[src/fbde_pkg.sv]
// Shared constants, command codes and the queued command format of the framebuffer draw engine.
package fbde_pkg;

  // Panel geometry. Each stored byte is a vertical strip of eight pixels.
  localparam int PANEL_COLUMNS  = 128;
  localparam int PANEL_MAX_ROWS = 64;

  localparam int STORE_PAGES = (PANEL_MAX_ROWS + 7) / 8;
  localparam int STORE_DEPTH = PANEL_COLUMNS * STORE_PAGES;

  localparam int COL_W  = $clog2(PANEL_COLUMNS);
  localparam int PAGE_W = (STORE_PAGES > 1) ? $clog2(STORE_PAGES) : 1;
  localparam int ADDR_W = $clog2(STORE_DEPTH);

  // Command queue between the decoder and the executor.
  localparam int CMDQ_DEPTH = 2;
  localparam int CMDQ_PTR_W = (CMDQ_DEPTH > 1) ? $clog2(CMDQ_DEPTH) : 1;
  localparam int CMDQ_CNT_W = $clog2(CMDQ_DEPTH + 1);

  // Host operation codes.
  localparam logic [2:0] OP_CLEAR = 3'd0;
  localparam logic [2:0] OP_PIXEL = 3'd1;
  localparam logic [2:0] OP_RECT  = 3'd2;
  localparam logic [2:0] OP_BLIT  = 3'd3;
  localparam logic [2:0] OP_READ  = 3'd4;

  // What the executor has to do with a queued command.
  typedef enum logic [1:0] {
    CMD_NOP   = 2'd0,
    CMD_CLEAR = 2'd1,
    CMD_DRAW  = 2'd2,
    CMD_READ  = 2'd3
  } cmd_kind_t;

  // A draw command covers a clipped block of bytes: columns col_first..col_last and
  // pages page_first..page_last. lo_bit is the first row bit in the first page and
  // hi_bit the last row bit in the last page. A blit takes its column pixels from
  // image (bit 7 at col_first); otherwise every covered pixel is set.
  typedef struct packed {
    cmd_kind_t          kind;
    logic               blit;
    logic [COL_W-1:0]   col_first;
    logic [COL_W-1:0]   col_last;
    logic [PAGE_W-1:0]  page_first;
    logic [PAGE_W-1:0]  page_last;
    logic [2:0]         lo_bit;
    logic [2:0]         hi_bit;
    logic [7:0]         image;
    logic [ADDR_W-1:0]  read_address;
    logic               read_zero;
  } cmd_t;

endpackage

[src/fbde_cmd_queue.sv]
// Short command queue that decouples the decoder from the executor.
module fbde_cmd_queue (
  input  logic           clk,
  input  logic           rst,
  input  logic           push,
  input  fbde_pkg::cmd_t push_cmd,
  output logic           full,
  input  logic           pop,
  output fbde_pkg::cmd_t head_cmd,
  output logic           empty
);
  import fbde_pkg::*;

  cmd_t                  slots [CMDQ_DEPTH];
  logic [CMDQ_PTR_W-1:0] wr_ptr;
  logic [CMDQ_PTR_W-1:0] rd_ptr;
  logic [CMDQ_CNT_W-1:0] count;
  logic                  do_push;
  logic                  do_pop;

  assign full     = count == CMDQ_CNT_W'(CMDQ_DEPTH);
  assign empty    = count == '0;
  assign do_push  = push && !full;
  assign do_pop   = pop && !empty;
  assign head_cmd = slots[rd_ptr];

  always_ff @(posedge clk) begin
    if (rst) begin
      wr_ptr <= '0;
      rd_ptr <= '0;
      count  <= '0;
    end else begin
      if (do_push) begin
        wr_ptr <= (wr_ptr == CMDQ_PTR_W'(CMDQ_DEPTH - 1)) ? '0 : CMDQ_PTR_W'(wr_ptr + 1'b1);
      end
      if (do_pop) begin
        rd_ptr <= (rd_ptr == CMDQ_PTR_W'(CMDQ_DEPTH - 1)) ? '0 : CMDQ_PTR_W'(rd_ptr + 1'b1);
      end
      if (do_push && !do_pop) begin
        count <= CMDQ_CNT_W'(count + 1'b1);
      end else if (do_pop && !do_push) begin
        count <= CMDQ_CNT_W'(count - 1'b1);
      end
    end
  end

  always_ff @(posedge clk) begin
    if (do_push) begin
      slots[wr_ptr] <= push_cmd;
    end
  end

endmodule

[config.mk]
export PLATFORM = sky130hd
export DESIGN_NAME = fbde_cmd_queue
export DESIGN_NICKNAME = d
export VERILOG_FILES = /design/src/fbde_pkg.sv /design/src/fbde_cmd_queue.sv
export SDC_FILE = /design/constraint.sdc
export NUM_CORES = 1
export LEC_CHECK = 0
export BUFFER_PORTS_ARGS = -buffer_cell sky130_fd_sc_hd__clkbuf_2
export CORE_MARGIN = 2
export CORE_UTILIZATION = 40
export DETAILED_ROUTE_END_ITERATION = 6
export SLEW_MARGIN = 0
export SYNTH_ARGS = -nofsm -noshare
export SYNTH_HDL_FRONTEND = slang
export SYNTH_SLANG_ARGS = --single-unit
[constraint.sdc]
create_clock -name clk -period 2.9 [get_ports clk]
set_input_delay 0.29 -clock clk [delete_from_list [all_inputs] [get_ports clk]]
set_output_delay 0.29 -clock clk [all_outputs]
set_load 0.01 [all_outputs]
# [Word level (Yosys, flattened, before mapping)]
# Memories as Yosys holds them, arrays and structs flattened. A register that Yosys moved wholly into a read port is not among the register bits.
# Index checks and enable logic that the tools add are counted.
[word_totals] mem_bits_rw=96 inputBits=52 mem_count=1 wordCells=27 regBits=4
[classes] n_mux=8 add_sub_neg=4 n_reduce_logical=10 n_eq_ne=1
[mem_list] name="slots" words=2 width=48 read_ports=1 rd_ports_with_merged_regs=1 write_ports=1 line="fbde_cmd_queue.sv:14" source="cmd_t slots [CMDQ_DEPTH];"
[op_table] op="$mux 1" count=6
[op_table] op="$logic_and 1x1->1" count=4
[op_table] op="$logic_not 1->1" count=4
[op_table] op="$mux 2" count=2
[op_table] op="$add 1x1->1 const B" count=2
[op_table] op="$add 2x1->2 const B" count=1
[op_table] op="$eq 2x2->1 const B" count=1
[op_table] op="$logic_not 2->1" count=1
[op_table] op="$reduce_bool 2->1" count=1
[op_table] op="$sub 2x1->2 const B" count=1

# [Logic depth before layout (Yosys ltp)]
[logic_depth] word_depth=7 mapped_depth=6 mapped_depth_nobuf=6

# [Worst setup path after synthesis]
# No wires, ideal clock.
[synth_path] kind="reg-to-reg" from="register count[1]" to="memory slots[1][0] in the netlist's numbering, enable pin" arrival_ps=1785 setup_slack_ps=704 t_required_ps=2489 path_stages_with_launch=4 synth_period_minus_slack_ps=2196 cell_sequence="dfxtp_1 nor2b_2 nor2_1 and2_1"
[synth_via] elab_chain_len=5
[synth_rtl] item="start, declared" line="fbde_cmd_queue.sv:17" source="logic [CMDQ_CNT_W-1:0] count;"
[synth_rtl] item="start signal, assigned" line="fbde_cmd_queue.sv:40" source="count <= CMDQ_CNT_W'(count + 1'b1);"
[synth_rtl] item="start signal, assigned" line="fbde_cmd_queue.sv:42" source="count <= CMDQ_CNT_W'(count - 1'b1);"
[synth_rtl] item="$eq 2x2->1" line="fbde_cmd_queue.sv:21" source="assign full = count == CMDQ_CNT_W'(CMDQ_DEPTH);"
[synth_rtl] item="via full" line="fbde_cmd_queue.sv:7" source="output logic full,"
[synth_rtl] item="$logic_not 1->1" line="fbde_cmd_queue.sv:23" source="assign do_push = push && !full;"
[synth_rtl] item="$logic_and 1x1->1" line="fbde_cmd_queue.sv:23"
[synth_rtl] item="via do_push" line="fbde_cmd_queue.sv:18" source="logic do_push;"
[synth_rtl] item="$mux 1" line="fbde_cmd_queue.sv:48" source="if (do_push) begin"
[synth_rtl] item="$mux 1 (not written as such)" line="fbde_cmd_queue.sv:49" source="slots[wr_ptr] <= push_cmd;"
[synth_rtl] item="end, declared" line="fbde_cmd_queue.sv:14"
# The timed path passes the listed nets, and every way through them passes these cells.

==> qor.txt <==
Rows - 35
GR Util All Layers - 0.132
static leakage - 0.00172 uW
final core utilization - 0.502
Worst Reg2Reg Path Length in Cells - 4
Psw - 1010 uW
worst vdd ir - 0.338 mV
Area Growth Syn to Fin - 23.6%
CP Max Fanout - 25
# setup viols final - 0
critical path type - flop to output pin
Netlist Area Pre-Place - 3680 um2
ANT cells - 0
Area after DPL - 4340 um2
hold wc startpoint - push_cmd[13]
drc violations - 0
leading area contributor after synthesis - edfxtp_1
Buffers on Ports - 101
Yosys top cell area share - 0.783
Crit. End Element - output pin
RSZ-0062 raised after global routing - false
Tcrit/Tclk final - 0.751
Worst Setup Start Kind - flop
FMAX - 459 MHz
Worst-Margin Slew - 0.670 ns
hold_buf cts - 0
Syn Nets - 227
slowest CP cell - dfxtp_2
via density per instance - 4.74
Yosys warnings - 0
I/O pin count - 102
CP arrival - 1.89 ns
vias in the first global route - 1,946
critical-path cell list - buf_12 > mux2_2 > clkbuf_2
multi-input logic area - 652 um2
Period minus WS final - 2.18 ns
initial antenna violation count - 1
Fin Hold WS - 0.131 ns
final wirelength - 6310 um
status - completed
share of power burned in registers - 0.510
FFs w/ async S/R, synth - 0
P_int - 2780 uW
Critical Path RT - 2.61 ns
Final #Nets - 338
post-synthesis sequential area ratio - 0.810
Final Max Slew Viols - 0
Final Skew - 0.00878 ns
top post-synthesis cells by area - edfxtp_1 78%, mux2_2 15%, dfxtp_1 2.7%
Max stage delay on crit path - 0.77 ns
CTS tree - built
Die H - 99.9 um
EDFF count, synth - 96
Vias - 1,902
Reg clk slew, reported paths - 0.09 ns
Fin. Hold Viols - 0
FF/Latch Area - 2980 um2
hold path depth - 1
Syn Inst Count - 174
count leader, synth - edfxtp_1
pwr dens - 834 nW/um2
Clock Latency Late Sink - 0.34 ns
largest net degree at the start of global routing - 27
Die Wd - 99.9 um
synthesis-stage register bit count - 101
H-tree depth - 3
Initial DRC Count - 58
DPL Wire Length - 4240 um
die area - 9990 um2
Final Instance Area - 4550 um2
Distinct cells, synth - 15
number of CTS-inserted buffers - 9
Comb power frac - 0.254
maxcap violations - 0
Post-CTS Setup Inserts - 0
sw frac - 0.267
Routed WL per cell - 15.7 um
Commonest cells post-synth - 96 x edfxtp_1, 48 x mux2_2, 5 x dfxtp_1, 5 x nor2_1
Clock Tree Buf Depth - 2
Setup TNS - 0 ns
Power, Total - 3790 uW
Max-Slew Margin vs Limit - 0.554
Clock Power Share - 0.235
layout cells sized above 1 - 0.586
post-detailed-route count of antenna-violating nets - 0
core area - 9060 um2
Initial Util - 0.406
worst hold path class - input pin to flop
reg2reg start - count[0]$_SDFFE_PP0P_
gpl congestion - 0.670
# clock sinks - 101
total gr overflow - 0
global-route wire length before repair - 9670 um
Post-Syn Area per Cell - 21.2 um2
Fillers - 800
Top FF cell, synth - edfxtp_1
CTS resizes - 0
CTS Root Cell - clkbuf_8
DRT Pass-1 Iters - 4
-- logic make-up (layout without fill, tap and decap cells) --
logic type	after synthesis	in the layout	share of synthesized area
adder cells (fa/ha/maj)	1	1	0.00340
AND/OR/NAND/NOR	9	9	0.0126
flip-flops	101	101	0.810
buffers and inverters	7	123	0.0129
multiplexers	48	48	0.147
AO/OA/AOI/OAI	5	5	0.00680
XOR/XNOR	3	3	0.00714
-- registers in the layout, indices dropped and copies added, names as in the netlist, named ones only --
signal	flops
slots	96
count	2
wr_ptr	1
rd_ptr	1
-- per-stage QoR --
stage | setup WS [ns] | cells
floorplan | 0.704 | 174
global placement | 1.03 | 385
detailed placement | 0.982 | 385
CTS | 0.648 | 401
global route | 0.584 | 401
finish | 0.723 | 401
-- final cells by class --
type / instances / area share
Sequential cell: 101 / 0.656
Multi-Input combinational cell: 66 / 0.143
Timing Repair Buffer: 105 / 0.123
Clock buffer: 15 / 0.0388
Tap cell: 111 / 0.0305
Clock inverter: 1 / 0.00660
Inverter: 2 / 0.00165
-- layout by cell type, fill, tap and decap left out --
master and count:
edfxtp_1 96, inv_2 1, clkbuf_1 3, and2_2 1
xor2_1 3, or3_1 2, dfxtp_2 1, ha_1 1
buf_12 2, mux2_2 48, bufinv_16 1, dfxtp_1 4
clkbuf_2 101, buf_4 2, nor2b_2 1, o21ai_0 3
clkbuf_8 12, nor2_1 5, a21oi_1 2, inv_1 1
-- worst paths after layout --
| check | to | slack [ns] |
|---|---|---|
| setup / recovery | head_cmd[38] | 0.72 |
| setup reg to reg | slots[0][39]$_DFFE_PP_ | 1.02 |
| hold reg to reg | wr_ptr$_SDFFE_PP0P_ | 0.49 |
| hold / removal | slots[0][13]$_DFFE_PP_ | 0.13 |
-- critical path: cells and delay by family (launching register included) --
family | cells | cell delay, ns
buffers and inverters | 2 | 0.40
DFF | 1 | 0.77
muxes | 1 | 0.37
-- power by group through the flow --
stage	logic (uW)	clock network [uW]	registers, uW
2_1_floorplan	653	0	1910
3_3_place_gp	983	0	1970
3_5_place_dp	986	0	1980
4_1_cts	992	927	1940
5_1_grt	1060	988	1960
6_report	965	893	1940
-- per-layer routing --
| layer | vias to the layer above | track usage | share of wire |
|---|---|---|---|
| li1 | 897 | - | - |
| met3 | 12 | 0.0432 | 0.069 |
| met4 | 2 | 0.0706 | 0.020 |
| met2 | 69 | 0.201 | 0.48 |
| met1 | 922 | 0.168 | 0.43 |
| met5 | - | 0 | 0.0021 |
Note: power is estimated with default switching activity, not from simulation.
