### src/fbde_pkg.sv
// Shared constants, command codes and the queued command format of the framebuffer draw engine.
package fbde_pkg;

  // Panel geometry. Each stored byte is a vertical strip of eight pixels.
  localparam int PANEL_COLUMNS  = 128;
  localparam int PANEL_MAX_ROWS = 64;

  localparam int STORE_PAGES = (PANEL_MAX_ROWS + 7) / 8;
  localparam int STORE_DEPTH = PANEL_COLUMNS * STORE_PAGES;

  localparam int COL_W  = $clog2(PANEL_COLUMNS);
  localparam int PAGE_W = (STORE_PAGES > 1) ? $clog2(STORE_PAGES) : 1;
  localparam int ADDR_W = $clog2(STORE_DEPTH);

  // Command queue between the decoder and the executor.
  localparam int CMDQ_DEPTH = 2;
  localparam int CMDQ_PTR_W = (CMDQ_DEPTH > 1) ? $clog2(CMDQ_DEPTH) : 1;
  localparam int CMDQ_CNT_W = $clog2(CMDQ_DEPTH + 1);

  // Host operation codes.
  localparam logic [2:0] OP_CLEAR = 3'd0;
  localparam logic [2:0] OP_PIXEL = 3'd1;
  localparam logic [2:0] OP_RECT  = 3'd2;
  localparam logic [2:0] OP_BLIT  = 3'd3;
  localparam logic [2:0] OP_READ  = 3'd4;

  // What the executor has to do with a queued command.
  typedef enum logic [1:0] {
    CMD_NOP   = 2'd0,
    CMD_CLEAR = 2'd1,
    CMD_DRAW  = 2'd2,
    CMD_READ  = 2'd3
  } cmd_kind_t;

  // A draw command covers a clipped block of bytes: columns col_first..col_last and
  // pages page_first..page_last. lo_bit is the first row bit in the first page and
  // hi_bit the last row bit in the last page. A blit takes its column pixels from
  // image (bit 7 at col_first); otherwise every covered pixel is set.
  typedef struct packed {
    cmd_kind_t          kind;
    logic               blit;
    logic [COL_W-1:0]   col_first;
    logic [COL_W-1:0]   col_last;
    logic [PAGE_W-1:0]  page_first;
    logic [PAGE_W-1:0]  page_last;
    logic [2:0]         lo_bit;
    logic [2:0]         hi_bit;
    logic [7:0]         image;
    logic [ADDR_W-1:0]  read_address;
    logic               read_zero;
  } cmd_t;

endpackage

### src/fbde_front.sv
// Command decoder: holds the panel height register and turns host words into clipped commands.
module fbde_front (
  input  logic           clk,
  input  logic           rst,
  input  logic           cfg_write,
  input  logic           cfg_data,
  input  logic [2:0]     op,
  input  logic [7:0]     x,
  input  logic [7:0]     y,
  input  logic           pixel_value,
  input  logic [7:0]     rect_width,
  input  logic [7:0]     rect_height,
  input  logic [7:0]     image_byte,
  input  logic [3:0]     valid_bits,
  input  logic [9:0]     read_address,
  output fbde_pkg::cmd_t cmd
);
  import fbde_pkg::*;

  logic       tall_panel;
  logic [8:0] active_rows;
  logic       x_on;
  logic       y_on;
  logic [8:0] rect_x_sum;
  logic [8:0] rect_x_end;
  logic [8:0] rect_y_sum;
  logic [8:0] rect_y_end;
  logic [8:0] rect_last_row;
  logic [8:0] rect_last_col;
  logic [3:0] blit_count;
  logic [8:0] blit_x_sum;
  logic [8:0] blit_x_end;
  logic [8:0] blit_last_col;

  always_ff @(posedge clk) begin
    if (rst) begin
      tall_panel <= 1'b1;
    end else if (cfg_write) begin
      tall_panel <= cfg_data;
    end
  end

  always_comb begin
    active_rows = tall_panel ? 9'(PANEL_MAX_ROWS) : 9'(PANEL_MAX_ROWS / 2);
    x_on = {1'b0, x} < 9'(PANEL_COLUMNS);
    y_on = {1'b0, y} < active_rows;

    rect_x_sum = {1'b0, x} + {1'b0, rect_width};
    rect_x_end = (rect_x_sum > 9'(PANEL_COLUMNS)) ? 9'(PANEL_COLUMNS) : rect_x_sum;
    rect_y_sum = {1'b0, y} + {1'b0, rect_height};
    rect_y_end = (rect_y_sum > active_rows) ? active_rows : rect_y_sum;
    rect_last_col = rect_x_end - 9'd1;
    rect_last_row = rect_y_end - 9'd1;

    blit_count = (valid_bits > 4'd8) ? 4'd8 : valid_bits;
    blit_x_sum = {1'b0, x} + {5'd0, blit_count};
    blit_x_end = (blit_x_sum > 9'(PANEL_COLUMNS)) ? 9'(PANEL_COLUMNS) : blit_x_sum;
    blit_last_col = blit_x_end - 9'd1;

    cmd = '0;
    cmd.kind = CMD_NOP;
    cmd.col_first = COL_W'(x);
    cmd.page_first = PAGE_W'(y >> 3);
    cmd.page_last = PAGE_W'(y >> 3);
    cmd.lo_bit = y[2:0];
    cmd.hi_bit = y[2:0];
    cmd.read_address = ADDR_W'(read_address);
    cmd.read_zero = int'(read_address) >= STORE_DEPTH;

    unique case (op)
      OP_CLEAR: begin
        cmd.kind = CMD_CLEAR;
      end
      OP_PIXEL: begin
        // A single pixel is a one-column blit whose leading image bit is the value.
        if (x_on && y_on) begin
          cmd.kind = CMD_DRAW;
        end
        cmd.blit = 1'b1;
        cmd.col_last = COL_W'(x);
        cmd.image = {pixel_value, 7'd0};
      end
      OP_RECT: begin
        if (({1'b0, x} < rect_x_end) && ({1'b0, y} < rect_y_end)) begin
          cmd.kind = CMD_DRAW;
        end
        cmd.col_last = COL_W'(rect_last_col);
        cmd.page_last = PAGE_W'(rect_last_row >> 3);
        cmd.hi_bit = rect_last_row[2:0];
      end
      OP_BLIT: begin
        if (x_on && y_on && (blit_count != 4'd0)) begin
          cmd.kind = CMD_DRAW;
        end
        cmd.blit = 1'b1;
        cmd.col_last = COL_W'(blit_last_col);
        cmd.image = image_byte;
      end
      OP_READ: begin
        cmd.kind = CMD_READ;
      end
      default: begin
        cmd.kind = CMD_NOP;
      end
    endcase
  end

endmodule

### config.mk
export PLATFORM = sky130hd
export DESIGN_NAME = fbde_front
export DESIGN_NICKNAME = d
export VERILOG_FILES = /design/src/fbde_pkg.sv /design/src/fbde_front.sv
export SDC_FILE = /design/constraint.sdc
export NUM_CORES = 1
export LEC_CHECK = 0
export ABC_AREA = 1
export BUFFER_PORTS_ARGS = -buffer_cell sky130_fd_sc_hd__buf_2
export CORE_MARGIN = 5
export CORE_UTILIZATION = 50
export DETAILED_ROUTE_END_ITERATION = 16
export GPL_TIMING_DRIVEN = 1
export HOLD_SLACK_MARGIN = 0.02
export MAX_ROUTING_LAYER = met4
export PLACE_DENSITY = 0.83
export SETUP_SLACK_MARGIN = 0.3
export SLEW_MARGIN = 15
export SYNTH_ARGS = -nofsm -noshare
export SYNTH_HDL_FRONTEND = slang
export SYNTH_SLANG_ARGS = --single-unit
### constraint.sdc
create_clock -name clk -period 5.8 [get_ports clk]
set_input_delay 0.87 -clock clk [delete_from_list [all_inputs] [get_ports clk]]
set_output_delay 0.87 -clock clk [all_outputs]
set_load 0.01 [all_outputs]
Word level (Yosys, flattened, before mapping)
Cells that the tools add are included.
{"block": "op_classes", "mux": 14, "n_addsub": 6, "order_cmp": 8, "n_reduce_logical": 6, "n_eq_ne": 4}
{"cell": "$pmux 7 s3", "n": 1}
{"cell": "$add 8x8->9", "n": 2}
{"cell": "$gt 9x8->1 const B", "n": 2}
{"cell": "$lt 8x9->1", "n": 2}
{"cell": "$mux 9", "n": 2}
{"cell": "$pmux 8 s2", "n": 1}
{"cell": "$mux 7", "n": 2}
{"cell": "$sub 7x1->7 const B", "n": 2}
{"cell": "$pmux 2 s5", "n": 1}
{"cell": "$add 8x4->9", "n": 1}
{"cell": "$gt 9x7->1", "n": 1}
{"cell": "$lt 8x7->1", "n": 1}
{"cell": "$lt 8x8->1 const B", "n": 1}
{"cell": "$eq 3x2->1 const B", "n": 2}
{"cell": "$mux 2", "n": 3}
{"cell": "$mux 3", "n": 2}
{"cell": "$sub 6x1->6 const B", "n": 1}
{"cell": "$gt 4x4->1 const B", "n": 1}
{"cell": "$mux 4", "n": 1}
{"cell": "$reduce_bool 4->1", "n": 1}
{"cell": "$eq 3x1->1 const B", "n": 1}
{"cell": "$eq 3x3->1 const B", "n": 1}
{"cell": "$logic_and 1x1->1", "n": 3}
{"cell": "$logic_not 3->1", "n": 1}
{"cell": "2 further kinds", "n": 2}
{"block": "word_totals", "regBits": 1, "out_inout_bits": 48, "elab_cells": 39}

Logic depth before layout (Yosys ltp)
Gate-level depths: netlist (run 1).
{"block": "logic_depth", "depth_word": 7, "depth_mapped": 27, "mapped_depth_nobuf": 27}

Worst setup path before layout (run 1)
No wires, ideal clock.
{"block": "synth_timing", "path_type": "input to output", "from": "input y[0]", "to": "output cmd[47] (netlist name)", "required_time_ns": 4.930, "path_stages": 27, "path_buffers": 0, "arrival_time_ns": 3.992, "setup_slack_ns": 0.938, "path_cell_list": "ha_1 > inv_1 > fa_1 > inv_1 > nand3_1 > nand2_1 > nand2_1 > nand2_1 > nand2_1 > nand2_1 > xor2_1 > ha_1 > nand3b_1 > nor3_2 > nand3_1 > a21oi_2 > nand2_2 > nor2_4 > nand2_2 > ha_1 > a21oi_1 > nor2_1 > a211oi_1 > o21ai_0 > a21oi_1 > nand3_1 > nand4_1"}
{"item": "from (decl)", "line": "fbde_front.sv:9", "rtl": "input logic [7:0] y,"}
{"item": "to (decl)", "line": "fbde_front.sv:16", "rtl": "output fbde_pkg::cmd_t cmd"}

==> out/qor.yml, run 1 <==
pwr:
  p_leak_nw: 1.81
  vdd_drop_max_mv: 0.0706
  total_power_uw: 379
  p_per_area_nw_per_um2: 121
timing:
  slew_headroom: 0.424
  finalHoldViolCount: 0
  report.final.slew_viol_count: 0
  tightest_slew_ns: 0.857
  tns_ns: 0
  rsz0062_at_grt: "true"
  fin_crit_sh: 0.955
  setup_viol_count_final: 0
  skew_ns: 0
  fmax_mhz: 181
  min_period_ns: 5.54
job:
  cap_violations: 0
placement:
  post_dp_cell_area_um2: 2890
  dp_cells: 569
  gp_congestion: 0.915
  dp_hpwl_mm: 6.04
  port_buffers: 88
critical_path:
  slowest_delay_ns: 0.38
  cp_max_fo: 4
  worst_ep_arrival_time_ns: 4.67
  criticalPathCategory: "input port to primary output"
  r2r_end: "tall_panel"
  rr_worst_depth: 2
  reg2reg_from: "tall_panel"
  critical_path_required_ns: 4.93
  r2r_slack_ns: 5.13
  startpoint_type: "input port"
  slowest_stage: "fa_2"
  setup.worst_path.end_class: "primary output"
  path_common_cell: "nand2_1"
yosys:
  ys_types: 42
  syn-instance-count: 437
  synth-seq-area-share: 0.00786
  synth_warnings: 0
  ys_ff_latch: 1
  syn_area_per_cell_um2: 5.83
  netlist_area_um2: 2550
  synth_nets: 541
drt:
  drc: 0
  num_vias: 3012
  via_per_inst: 5.20
  drtIter0Drc: 120
  wl_mm: 7.52
  wl_per_cell_um: 13.0
  ant_nets: 0
  dr.pass1.iters: 4
min_path:
  hp-start: "tall_panel"
  holdPathEnd: "tall_panel"
  min_path_type: "register to register"
  hold_depth: 2
floorplan:
  dieArea_um2: 6620
  initial_core_util: 0.505
  core-area_um2: 5040
  die_w_um: 81.4
  pin_count: 110
  rows: 26
  die_h_um: 81.4
final_layout:
  finalNonFillerCells: 579
  fin_util: 0.621
  max_flop_register: "tall_panel"
  antennaDiodeCount: 0
  reg_top3: "tall_panel: 1 flops"
  layout-drive-gt1-share: 0.324
  fillers: 474
  final_nets: 615
  largest_reg_flops: 1
  multi_input_area_um2: 2190
  final_common_cell: "nand2_1"
  layout_common_cells: "nand2_1, buf_2, inv_1"
  register_area_um2: 20.0
  syn2layout_area_growth_pct: 22.9
  fin_area_um2: 3130
cts:
  clk_pin_slew_ns: 0
  clkLatencyLatePin_ns: 0
global_route:
  grt.overflow.total: 0
  grt_start_max_net_pins: 21
  grt_pass1_vias: 2703
  antenna_found_initial: 0
  grt_pass1_wl_mm: 11.3
  grtUsageTotal: 0.211
run_status:
  status: "complete, no violations"
[worst max path at each step]
| stage | start | depth (start not counted) | slack, ns | endpoint |
|---|---|---|---|---|
| after floorplan | y[0] | 27 | 0.94 | cmd[47] |
| after global placement | y[0] | 29 | 0.54 | cmd[47] |
| after detailed placement | y[0] | 29 | 0.39 | cmd[47] |
| after CTS | y[0] | 29 | 0.37 | cmd[47] |
| after global routing | y[0] | 30 | 0.01 | cmd[47] |
| final | y[0] | 30 | 0.26 | cmd[47] |
[power breakdown]
| part | internal, mW | switching, mW | leakage [nW] |
|---|---|---|---|
| Sequential | 0.00751 | 0.000221 | 0.00834 |
| Clock | 0 | 0 | 0 |
| Combinational | 0.149 | 0.222 | 1.80 |
| Total | 0.156 | 0.223 | 1.81 |
[worst max-delay path: cells and delay by family]
family,cells,cell delay (ns)
AO/OA/AOI/OAI,5,0.78
XOR/XNOR,1,0.08
adder cells (fa/ha/maj),4,1.08
buffers and inverters,5,0.48
AND/OR/NAND/NOR,15,1.38
[cell type report]
class,count,area share
multi-input cells,330,0.699
well taps,70,0.0280
repair buffers,98,0.171
inverters,80,0.0959
flip-flops and latches,1,0.00639
[logic make-up after synthesis]
group,after synthesis,synth area share
adder cells (fa/ha/maj),42,0.215
AO/OA/AOI/OAI,45,0.115
XOR/XNOR,7,0.0300
AND/OR/NAND/NOR,234,0.437
buffers and inverters,106,0.192
other,2,0.00295
flip-flops,1,0.00786
[Yosys cell counts (all sizes together)]
library cell	instances	area share
xor2	3	0.010
a21boi	1	0.0029
inv	80	0.12
o21bai	1	0.0029
o41ai	1	0.0034
nor3	5	0.014
nor4	1	0.0025
clkbuf	1	0.0015
nand3b	1	0.0029
o22a	1	0.0034
conb	2	0.0029
a2bb2oi	1	0.0034
nor2	40	0.077
nand2	124	0.20
a22o	2	0.0069
o21a	2	0.0059
o22ai	2	0.0049
a31oi	1	0.0084
o211ai	1	0.0029
o21ai	11	0.022
ha	39	0.19
nand3	49	0.11
buf	25	0.073
o221ai	1	0.0034
a21oi	18	0.038
a211oi	2	0.0059
dfxtp	1	0.0079
nand4	14	0.037
xnor2	4	0.020
fa	3	0.024
[routing by layer]
metal / routed length [um] / track usage / up-vias
met2: 3780 / 0.383 / 112
li1: - / - / 1540
met3: 430 / 0.00665 / 24
met4: 232 / 0.0456 / 0
met1: 3070 / 0.257 / 1336
met5: 0 / - / -
[stage by stage]
stage / setup slack (ns) / hold slack [ns]
floorplan: 0.938 / 0.534
global placement: 0.536 / 0.573
detailed placement: 0.388 / 0.580
CTS: 0.367 / 0.582
global route: 0.0117 / 0.649
finish: 0.260 / 0.603
[repair_timing]
item | 4_1_cts | 5_1_grt
hold buffers | 0 | 0
gates resized for setup | 0 | 39
setup endpoints to repair | 0 | 1
setup buffers | 0 | 10
No activity file was read; power rests on OpenSTA's default activity.
==> run 2: changes to the inputs <==
Settings changed: CORE_UTILIZATION 50 to 45, PLACE_DENSITY 0.83 to 0.76.
==> out/qor.yml, run 2 (synthesis gave the netlist of run 1 again) <==
run_status:
  status: "complete, no violations"
final_layout:
  layout_common_cells: "nand2_1, buf_2, inv_1"
  reg_top3: "tall_panel: 1 flops"
  largest_reg_flops: 1
  max_flop_register: "tall_panel"
  final_nets: 611
  syn2layout_area_growth_pct: 21.4
  antennaDiodeCount: 0
  fin_util: 0.561
  final_common_cell: "nand2_1"
  layout-drive-gt1-share: 0.319
floorplan:
  core-area_um2: 5510
  pin_count: 110
  initial_core_util: 0.462
  die_h_um: 85.2
  dieArea_um2: 7260
  rows: 27
  die_w_um: 85.2
timing:
  min_period_ns: 5.40
  skew_ns: 0
  fin_crit_sh: 0.932
  fmax_mhz: 185
  report.final.slew_viol_count: 0
  setup_viol_count_final: 0
  slew_headroom: 0.440
  rsz0062_at_grt: "true"
  finalHoldViolCount: 0
  tightest_slew_ns: 0.833
  tns_ns: 0
global_route:
  use_met3: 0.00874
  grt_pass1_vias: 2683
  grtUsageTotal: 0.186
  antenna_found_initial: 0
  grt_start_max_net_pins: 21
  grt_use_met1: 0.242
  grt_busiest_layer: "met2"
  grt_util_met2: 0.333
  grt.overflow.total: 0
  grt_pass1_wl_mm: 11.4
drt:
  num_vias: 2900
  wl_mm: 7.25
  drtIter0Drc: 115
  dr.pass1.iters: 4
  drc: 0
  wl_per_cell_um: 12.6
  ant_nets: 0
  via_per_inst: 5.03
cts:
  clkLatencyLatePin_ns: 0
  clk_pin_slew_ns: 0
placement:
  port_buffers: 88
  gp_congestion: 0.913
  dp_hpwl_mm: 6.04
pwr:
  total_power_uw: 369
  cellInternalPower_uw: 152
  power_frac_seq: 0.021
  p_sw_frac: 0.588
  p_switching_uw: 217
  p_clk_frac: 0
  p_per_area_nw_per_um2: 119
  p_comb_frac: 0.979
  vdd_drop_max_mv: 0.0640
  p_leak_nw: 1.79
critical_path:
  cp_max_fo: 4
  worst_ep_arrival_time_ns: 4.53
  startpoint_type: "input port"
  setup.worst_path.end_class: "primary output"
  reg2reg_from: "tall_panel"
  critical_path_required_ns: 4.93
  cp-startpoint: "y[0]"
  slowest_delay_ns: 0.37
  r2r_slack_ns: 5.13
  slowest_stage: "fa_2"
  criticalPathCategory: "input port to primary output"
min_path:
  hp-start: "tall_panel"
  min_path_type: "register to register"
job:
  cap_violations: 0
run 2: cell types whose count changed in the layout (fill, tap and decap cells not counted), sizes merged:
| cell | before | now |
|---|---|---|
| buf | 98 | 94 |
run 2: final timing paths:
path | cells past startpoint | to
max | 29 | cmd[47]
max reg2reg | 2 | tall_panel
min | 2 | tall_panel
min reg2reg | 2 | tall_panel
run 2: area by class of cell:
| cell class | instances | area, um^2 |
|---|---|---|
| repair buffers | 94 | 504 |
| fillers | 546 | 2420 |
| multi-input cells | 330 | 2180 |
| inverters | 80 | 300 |
| well taps | 72 | 90.1 |
| flip-flops and latches | 1 | 20.0 |
run 2: stage by stage:
step	hold WS [ns]	cell area, um^2	cells	setup WS [ns]
final	0.607	3090	577	0.397
after global routing	0.712	3090	577	0.0566
after CTS	0.586	2890	571	0.417
after detailed placement	0.585	2890	571	0.431
after global placement	0.583	2890	571	0.551
after floorplan	0.534	2550	437	0.938
run 2: repair_timing:
item / CTS / global route
hold buffers: 0 / 0
setup endpoints to repair: 0 / 1
buffers inserted: 0 / 6
gates resized for setup: 0 / 38
run 2: power groups by stage:
| stage | combinational, mW | clock [mW] | sequential [mW] |
|---|---|---|---|
| floorplan | 0.243 | 0 | 0.00768 |
| global placement | 0.310 | 0 | 0.00772 |
| detailed placement | 0.317 | 0 | 0.00773 |
| CTS | 0.319 | 0 | 0.00775 |
| global route | 0.407 | 0 | 0.00790 |
| finish | 0.361 | 0 | 0.00774 |
run 2: metal layers:
metal | up-vias | routed length [um]
met1 | 1273 | 3290
met2 | 87 | 3420
met3 | 10 | 445
li1 | 1530 | -
met5 | - | 0
met4 | 0 | 91
run 2: worst max-delay path: cells and delay by family:
family / cells / cell delay, ns
and+or+nand+nor: 15 / 1.36
xor gates and xnor gates: 1 / 0.08
adders and majority gates: 4 / 1.07
buffers and inverters: 4 / 0.33
AOI/OAI and AO/OA: 5 / 0.82
==> run 3: changes to the inputs <==
Settings changed: RECOVER_POWER set to 50.
==> out/qor.yml, run 3 (synthesis gave the netlist of run 1 again) <==
run_status:
  status: "complete, no violations"
placement:
  port_buffers: 88
  gp_congestion: 0.913
  dp_cells: 571
  dp_hpwl_mm: 6.04
  dpl_worst_slack_ns: 0.431
floorplan:
  core-area_um2: 5510
  die_h_um: 85.2
  initial_core_util: 0.462
  pin_count: 110
  dieArea_um2: 7260
  die_w_um: 85.2
  rows: 27
drt:
  ant_nets: 0
  drtIter0Drc: 114
  drc: 0
  wl_mm: 7.25
  dr.pass1.iters: 4
  via_per_inst: 5.00
  num_vias: 2887
  wl_per_cell_um: 12.6
timing:
  setup_slack_ns: 0.393
  finalHoldViolCount: 0
  fin_crit_sh: 0.932
  skew_ns: 0
  fmax_mhz: 185
  report.final.slew_viol_count: 0
  tightest_slew_ns: 0.826
  tns_ns: 0
  min_period_ns: 5.41
  setup_viol_count_final: 0
  slew_headroom: 0.445
  rsz0062_at_grt: "true"
critical_path:
  cp_max_fo: 4
  criticalPathCategory: "input port to primary output"
  startpoint_type: "input port"
  slowest_delay_ns: 0.37
  slowest_stage: "fa_2"
  cp.buffers_inverters: 4
  rr_worst_depth: 2
  setup.worst_path.end_class: "primary output"
  critical_path_required_ns: 4.93
  critPathTopFamily: "simple AND/OR/NAND/NOR gates"
  worst_ep_arrival_time_ns: 4.54
  cp_num_cells: 29
final_layout:
  syn2layout_area_growth_pct: 20.8
  reg_top3: "tall_panel: 1 flops"
  fillers: 553
  finalNonFillerCells: 577
  fin_util: 0.559
  largest_reg_flops: 1
  layout-drive-gt1-share: 0.295
  final_common_cell: "nand2_1"
  final_nets: 611
  max_flop_register: "tall_panel"
  layout_common_cells: "nand2_1, buf_2, inv_1"
  antennaDiodeCount: 0
cts:
  clk_pin_slew_ns: 0
  clkLatencyLatePin_ns: 0
  cts_hold_buffers: 0
global_route:
  grt_pass1_vias: 2683
  antenna_found_initial: 0
  grt_start_max_net_pins: 21
  grt.overflow.total: 0
  grt_pass1_wl_mm: 11.4
  grtUsageTotal: 0.186
pwr:
  p_per_area_nw_per_um2: 120
  p_leak_nw: 1.75
  vdd_drop_max_mv: 0.0640
min_path:
  hold_depth: 2
  min_path_type: "register to register"
job:
  cap_violations: 0
[run 3: through the flow]
stage / instance area [um^2] / power [mW] / hold slack [ns]
floorplan: 2550 / 0.251 / 0.534
global placement: 2890 / 0.317 / 0.583
detailed placement: 2890 / 0.325 / 0.585
CTS: 2890 / 0.326 / 0.586
global route: 3080 / 0.414 / 0.712
finish: 3080 / 0.368 / 0.607
[run 3: final timing paths]
kind	slack (ns)	start	end
worst max-delay path	0.39	y[0]	cmd[47]
worst min-delay path	0.61	tall_panel	tall_panel
worst max register to register	5.13	tall_panel	tall_panel
worst min register to register	0.61	tall_panel	tall_panel
[run 3: worst reg2reg max path, stage by stage (launching register included)]
cell and delay, ns:
dfxtp_1 0.29, inv_1 0.15, o21ai_0 0.11
[run 3: cell type report]
type                       instances  area (um^2)  area share
sequential                         1         20.0     0.00651
tap                               72         90.1      0.0293
multi-input combinational        330         2180       0.707
inverter                          80          300      0.0976
timing repair buffer              94          489       0.159
[run 3: what timing repair did]
action                     CTS  global route
buffers inserted             0             6
resized for setup            0            38
setup endpoints to repair    0             1
[run 3: metal layers]
metal	vias up	GRT usage	part of all wire
li1	1534	-	-
met1	1262	0.242	0.45
met2	83	0.333	0.47
met3	8	0.00874	0.062
met4	0	0.00719	0.0097
met5	-	-	0
[run 3: where the power goes]
| part | internal [mW] | total [mW] | switching [mW] |
|---|---|---|---|
| Combinational | 0.143 | 0.360 | 0.217 |
| Clock | 0 | 0 | 0 |
| Sequential | 0.00751 | 0.00774 | 0.000237 |
| Total | 0.151 | 0.368 | 0.217 |
